`config.mk`:
```
export PLATFORM = sky130hd
export DESIGN_NAME = dvrt_cell
export DESIGN_NICKNAME = d
export VERILOG_FILES = /design/src/rtl/core/dvrt_pkg.sv /design/src/rtl/core/dvrt_cell.sv
export SDC_FILE = /design/constraint.sdc
export NUM_CORES = 1
export LEC_CHECK = 0
export BUFFER_PORTS_ARGS = -buffer_cell sky130_fd_sc_hd__buf_2
export CORE_ASPECT_RATIO = 0.9
export CORE_UTILIZATION = 53
export DETAILED_ROUTE_END_ITERATION = 12
export HOLD_SLACK_MARGIN = 0.06
export PLACE_DENSITY = 0.86
export REMOVE_ABC_BUFFERS = 1
export SETUP_SLACK_MARGIN = 0.15
export SLEW_MARGIN = 20
export SYNTH_ARGS = -nofsm -noshare
export SYNTH_HDL_FRONTEND = slang
export SYNTH_SLANG_ARGS = --single-unit
```
`constraint.sdc`:
```
create_clock -name aclk -period 8.96 [get_ports aclk]
set_input_delay 1.344 -clock aclk [delete_from_list [all_inputs] [get_ports aclk]]
set_output_delay 1.344 -clock aclk [all_outputs]
set_load 0.02 [all_outputs]
```
`src/rtl/core/dvrt_pkg.sv`:
```
// Shared types and constants for the route table.
// No dependencies.
`default_nettype none
package dvrt_pkg;
    localparam int TABLE_DEPTH = 16;
    localparam int IDX_W = $clog2(TABLE_DEPTH);
    localparam int CNT_W = $clog2(TABLE_DEPTH + 1);

    localparam logic [1:0] MODE_UPDATE = 2'd0;
    localparam logic [1:0] MODE_LOOKUP = 2'd1;
    localparam logic [1:0] MODE_SWEEP  = 2'd2;
    localparam logic [1:0] MODE_DUMP   = 2'd3;

    localparam logic [2:0] ST_INSERTED  = 3'd0;
    localparam logic [2:0] ST_REFRESHED = 3'd1;
    localparam logic [2:0] ST_IMPROVED  = 3'd2;
    localparam logic [2:0] ST_IGNORED   = 3'd3;
    localparam logic [2:0] ST_REJECTED  = 3'd4;
    localparam logic [2:0] ST_FULL      = 3'd5;
    localparam logic [2:0] ST_DONE      = 3'd6;

    localparam logic CFG_MAX_HOPS  = 1'b0;
    localparam logic CFG_EXPIRY_MS = 1'b1;

    typedef struct packed {
        logic [1:0]  mode;
        logic [55:0] dest_addr;
        logic [7:0]  advert_hops;
        logic [55:0] neighbor_addr;
        logic [31:0] now_ms;
    } req_t;

    typedef struct packed {
        logic [2:0]  status;
        logic        found;
        logic [55:0] next_hop;
        logic [7:0]  entry_hops;
        logic [55:0] entry_dest;
        logic [8:0]  removed_count;
        logic        last;
    } rsp_t;

    // command broadcast to every cell
    typedef struct packed {
        logic        match_en;
        logic        sweep;
        logic        write;
        logic        improve;
        logic        stamp;
        logic [IDX_W-1:0] slot;
    } cell_cmd_t;

    // per cell status, one per cell, gathered into an array by the top level
    typedef struct packed {
        logic        valid;
        logic        hit;
        logic        expired;
        logic [55:0] hop;
        logic [7:0]  count;
        logic [55:0] dest;
    } cell_stat_t;
endpackage
`default_nettype wire

```
`src/rtl/core/dvrt_cell.sv`:
```
// One table slot: entry storage, destination match and age check.
// Depends on dvrt_pkg.
`default_nettype none
module dvrt_cell (
    input  wire logic                   aclk,
    input  wire logic                   aresetn,
    input  wire logic [dvrt_pkg::IDX_W-1:0] my_idx,
    input  wire dvrt_pkg::cell_cmd_t    cmd,
    input  wire dvrt_pkg::req_t         req,
    input  wire logic [15:0]            expiry_ms,
    output dvrt_pkg::cell_stat_t        stat
);
    import dvrt_pkg::*;

    logic        valid_reg;
    logic [55:0] dest_reg, hop_reg;
    logic [7:0]  count_reg;
    logic [31:0] stamp_reg;
    logic [31:0] age;
    logic        sel;

    assign age = req.now_ms - stamp_reg;
    assign sel = (cmd.slot == my_idx);

    always_ff @(posedge aclk) begin
        if (!aresetn) begin
            valid_reg <= 1'b0;
        end else if (cmd.sweep && valid_reg && age > {16'd0, expiry_ms}) begin
            valid_reg <= 1'b0;
        end else if (cmd.write && sel) begin
            valid_reg <= 1'b1;
        end
    end

    always_ff @(posedge aclk) begin
        if (sel && (cmd.write || cmd.improve)) begin
            hop_reg   <= req.neighbor_addr;
            count_reg <= req.advert_hops + 8'd1;
        end
        if (sel && cmd.write) begin
            dest_reg <= req.dest_addr;
        end
        if (sel && (cmd.write || cmd.improve || cmd.stamp)) begin
            stamp_reg <= req.now_ms;
        end
    end

    always_comb begin
        stat.valid   = valid_reg;
        stat.hit     = valid_reg && cmd.match_en && dest_reg == req.dest_addr;
        stat.expired = valid_reg && age > {16'd0, expiry_ms};
        stat.hop     = hop_reg;
        stat.count   = count_reg;
        stat.dest    = dest_reg;
    end
endmodule
`default_nettype wire

```
# Word-level counts from Yosys, hierarchy flattened
# Cells that the tools add are included.
[word_totals] register_bits=153 in_bits=185 output_inout_bits=123 word_cells=22
[op_classes] n_addsub=2 order_cmp=1 n_eq_ne=2 bitwise_logic=1 n_reduce_logical=11
[op_table] op="$eq 56x56->1" count=1
[op_table] op="$gt 32x16->1" count=1
[op_table] op="$sub 32x32->32" count=1
[op_table] op="$add 8x1->8 const B" count=1
[op_table] op="$logic_and 1x1->1" count=8
[op_table] op="$eq 4x4->1" count=1
[op_table] op="$logic_or 1x1->1" count=2
[op_table] op="$reduce_or 2->1" count=1
[op_table] op="$not 1->1" count=1

# Longest topological paths before layout
[logic_depth] word_depth=4 depth_mapped=21 ltp_nobuf=21

# Least setup slack after synthesis
# No wires, ideal clock.
[synth_timing] kind="input to output" from="in req[6] in the netlist's numbering" to="out stat[120] in the netlist's numbering" arrival_time_ns=5.089 t_required_ns=7.616 path_slack_ns=2.527 stages=18 path_buffers=0 path_cell_list="ha_1 > a211oi_2 > nor2_1 > o311a_4 > or4_1 > o211ai_2 > xnor2_1 > ha_1 > nand4_1 > nor2_1 > a221o_1 > o31a_1 > nor4_1 > nand4_1 > nor4_1 > nand4_1 > a2111oi_2 > nor2b_1"
[synth_lines] element="start, declared" line_no="dvrt_cell.sv:9" rtl="input wire dvrt_pkg::req_t req,"
[synth_lines] element="end, declared" line_no="dvrt_cell.sv:11" rtl="output dvrt_pkg::cell_stat_t stat"

==> summary.md <==
| Metric | Value |
|---|---|
| Most used cell along the critical path | `nand4_1` |
| Worst Max-Slew Pin Slew | `0.793 ns` |
| MaxCap Viol Count | `0` |
| Reg2reg end | `valid_reg` |
| Vias | `between 6000 and 7000` |
| Post-Syn Area per Cell | `between 10 and 15 um2` |
| Mapped Area | `between 7000 and 8000 um2` |
| Slowest CP cell | `a2111oi_2` |
| Buffer and inverter count on the worst path | `3` |
| Cells after Synth | `between 600 and 700` |
| Initial antenna violation count | `2` |
| Pin count of the biggest net entering global routing | `65` |
| Final Cycle Share | `0.797` |
| Hold Buf Count CTS | `0` |
| VDD IR max | `0.000214 V` |
| First-pass DRT Iterations | `5` |
| Total core area | `between 10000 and 15000 um2` |
| Die width | `~130 um` |
| DP Wirelength | `16700 um` |
| Clk sinks | `between 150 and 200` |
| CTS Buffer Depth | `2` |
| Drt total wl | `about 21000 um` |
| Status | `complete, no violations` |
| DRT iter0 DRCs | `about 500` |
| WS Path Type | `input pin to output port` |
| Reg2reg start | `stamp_reg[0]` |
| Post-synth cell types | `67` |
| Power density cells | `~180 nW/um2` |
| Most common flop cell mapped by yosys | `edfxtp_1` |
| CP top delay family | `compound AO/OA/AOI/OAI gates` |
| Post-DRT Antenna Nets | `0` |
| Startpoint types | `input pin` |
| CTS Buf Count | `17` |
| Setup Fix Bufs, Post-CTS | `0` |
| Syn. warnings | `0` |
| Fraction of registers with async set/reset | `0` |
| Post-CTS Resized | `0` |
| Commonest cells after routing, fill and taps aside | `buf_2, edfxtp_1, inv_1, ha_1, xor2_1` |
| Initial Utilization | `0.542` |
| CP max stage delay | `around 0.49 ns` |
| First-pass GRT wire length | `between 30000 and 40000 um` |
| Filler Cell Count | `1106` |
| Total Routing Usage GR | `0.271` |
| Share of cells above drive strength 1 | `0.366` |
| CP required | `approximately 7.6 ns` |
| Sequential fraction of the synthesis area | `0.575` |
| Post-synth EDFFs | `~150` |
| Worst Hold End | `valid_reg` |
| Vias in the first global route | `6411` |
| RSZ-0062 raised after global routing | `false` |
| Skew final | `roughly 0.0059 ns` |
| PortBufs | `about 310` |
| Clock root buffer | `clkbuf_16` |
| Io pins | `approximately 300` |
| Final Hold Fails | `0` |
| Routability congestion estimate | `just under 0.9` |
| Worst endpoint data arrival time | `~5.8 ns` |
| Hold Crit Class | `register to register` |
| Clk pin slew, worst setup/hold paths | `about 0.06 ns` |
| Worst reg-to-reg setup slack | `around 4.2 ns` |
| Area growth syn-to-layout | `28.8%` |
| TritonCTS clock tree | `done` |
| Power, Total | `between 1.5 and 2 mW` |
| Worst hold path stage count | `2` |
| Vias/cell | `roughly 5.5` |
| Minimum clock period after layout | `slightly above 7 ns` |
| Remaining DRCs | `0` |
| DIE AREA | `about 16000 um2` |
| Fin util | `0.698` |
| H-tree level count | `4` |
| Total global routing overflow | `0` |
| Fmax | `~140 MHz` |
| WL/cell | `17.8 um` |
| Pleak | `about 4.5 nW` |
| Final Slew Violations | `0` |
| Row Count | `42` |
| Final setup violation count | `0` |
| Path depth of the worst reg2reg path | `19` |
| #FFs+latches synth | `153` |
| Worst-Skew Late Latency | `roughly 0.42 ns` |
| Slew margin rel. | `0.471` |
| Commonest non-fill, non-tap cell in the layout | `buf_2` |
| Final #Nets | `~1200` |
| Die height | `118 um` |
| Critical-path cell list | `buf_2, inv_1, ha_1, fa_1, nand2b_1, a21oi_2, o21ai_0, a21oi_1, nor2_1, xnor2_1, ha_1, nand4_1, nor2_1, a221o_1, o31a_1, nor4_1, nand4_1, nor4_1, nand4_1, a2111oi_2, nor2b_1, buf_2` |
| Post-route setup TNS | `0 ns` |
| Worst-path maximum fanout | `3` |
| Hold path startpoint | `valid_reg` |
| CP Capture Type | `output port` |
==> logic make-up (layout without fill, tap and decap cells) <==
kind of cell | after synthesis | in the layout | synth area share
buffers and inverters | 86 | 412 | 0.0419
AND/OR/NAND/NOR | 144 | 144 | 0.0963
other | 0 | 2 | 0
adder cells (fa/ha/maj) | 49 | 49 | 0.0778
multiplexers | 5 | 5 | 0.00628
AO/OA/AOI/OAI | 142 | 142 | 0.127
flip-flops | 153 | 153 | 0.575
XOR/XNOR | 69 | 69 | 0.0758
==> metrics by stage <==
stage	hold WS [ns]	setup slack, ns	instance area [um2]	std cells
CTS	0.635	1.80	10300	1172
detailed placement	0.610	1.83	9730	1140
global placement	0.580	1.89	9730	1140
global route	0.659	1.39	10300	1173
finish	0.636	1.82	10300	1174
floorplan	0.640	2.53	7910	634
==> power breakdown <==
part / total [mW] / switching [mW] / internal [mW]
Clock: 0.658 / 0.298 / 0.360
Combinational: 0.329 / 0.193 / 0.136
Sequential: 0.834 / 0.0116 / 0.823
Total: 1.82 / 0.502 / 1.32
==> metal layers <==
metal / routed length, um / global-route usage / vias up
met5: 0 / 0 / -
met4: 678 / 0.113 / 0
met3: 1610 / 0.0759 / 48
met2: 10100 / 0.449 / 321
met1: 8480 / 0.334 / 3020
li1: - / - / 3069
==> synth_stat cells (all sizes together), types with 2 or more instances <==
master | count | area [um2]
o31ai | 2 | 15.0
a21o | 11 | 82.6
nand2b | 7 | 43.8
mux2i | 5 | 50.1
and4 | 2 | 17.5
o31a | 3 | 26.3
nor4b | 2 | 23.8
nand2 | 25 | 93.8
o2bb2ai | 4 | 35.0
inv | 72 | 270
a221oi | 4 | 35.0
nor2 | 33 | 124
nor2b | 7 | 43.8
and3 | 4 | 26.3
a31oi | 3 | 18.8
o21a | 8 | 60.1
ha | 48 | 601
nor3b | 2 | 15.0
o22ai | 5 | 31.3
nor3 | 5 | 30.0
a21oi | 37 | 200
buf | 7 | 37.5
xor2 | 42 | 368
o21bai | 3 | 22.5
a211oi | 6 | 50.1
o221ai | 2 | 17.5
xnor2 | 27 | 236
nand3 | 12 | 60.1
o211ai | 7 | 57.6
and2 | 3 | 18.8
nor4 | 15 | 93.8
clkbuf | 7 | 26.3
a2111oi | 2 | 23.8
nand4 | 20 | 125
o2111ai | 4 | 35.0
a211o | 3 | 26.3
edfxtp | 152 | 4560
or4 | 3 | 22.5
o211a | 2 | 20.0
o21ai | 23 | 115
==> worst reg2reg max path: cells and delay by family (launching register included) <==
family	cells	cell delay [ns]
xor+xnor	1	0.21
fa+ha+maj	3	0.91
flops	1	0.37
simple gates	8	1.21
compound gates	7	2.02
==> area by class of cell <==
type	instances	area, um2	area share
clock inverter	15	118	0.0114
sequential	153	4580	0.446
timing repair buffer	308	1550	0.151
clock buffer	17	425	0.0414
multi-input combinational	409	3070	0.299
inverter	72	270	0.0263
antenna	2	5.00	0.000487
tap	198	248	0.0241
==> worst max-delay path by stage <==
stage	from	end	slack (ns)	cells past startpoint
floorplan	req[6]	stat[120]	2.53	18
global placement	req[6]	stat[120]	1.89	20
detailed placement	req[6]	stat[120]	1.83	20
CTS	req[6]	stat[120]	1.80	20
global route	req[6]	stat[120]	1.39	20
finish	req[0]	stat[120]	1.82	22
(Power assumes the default switching activity.)
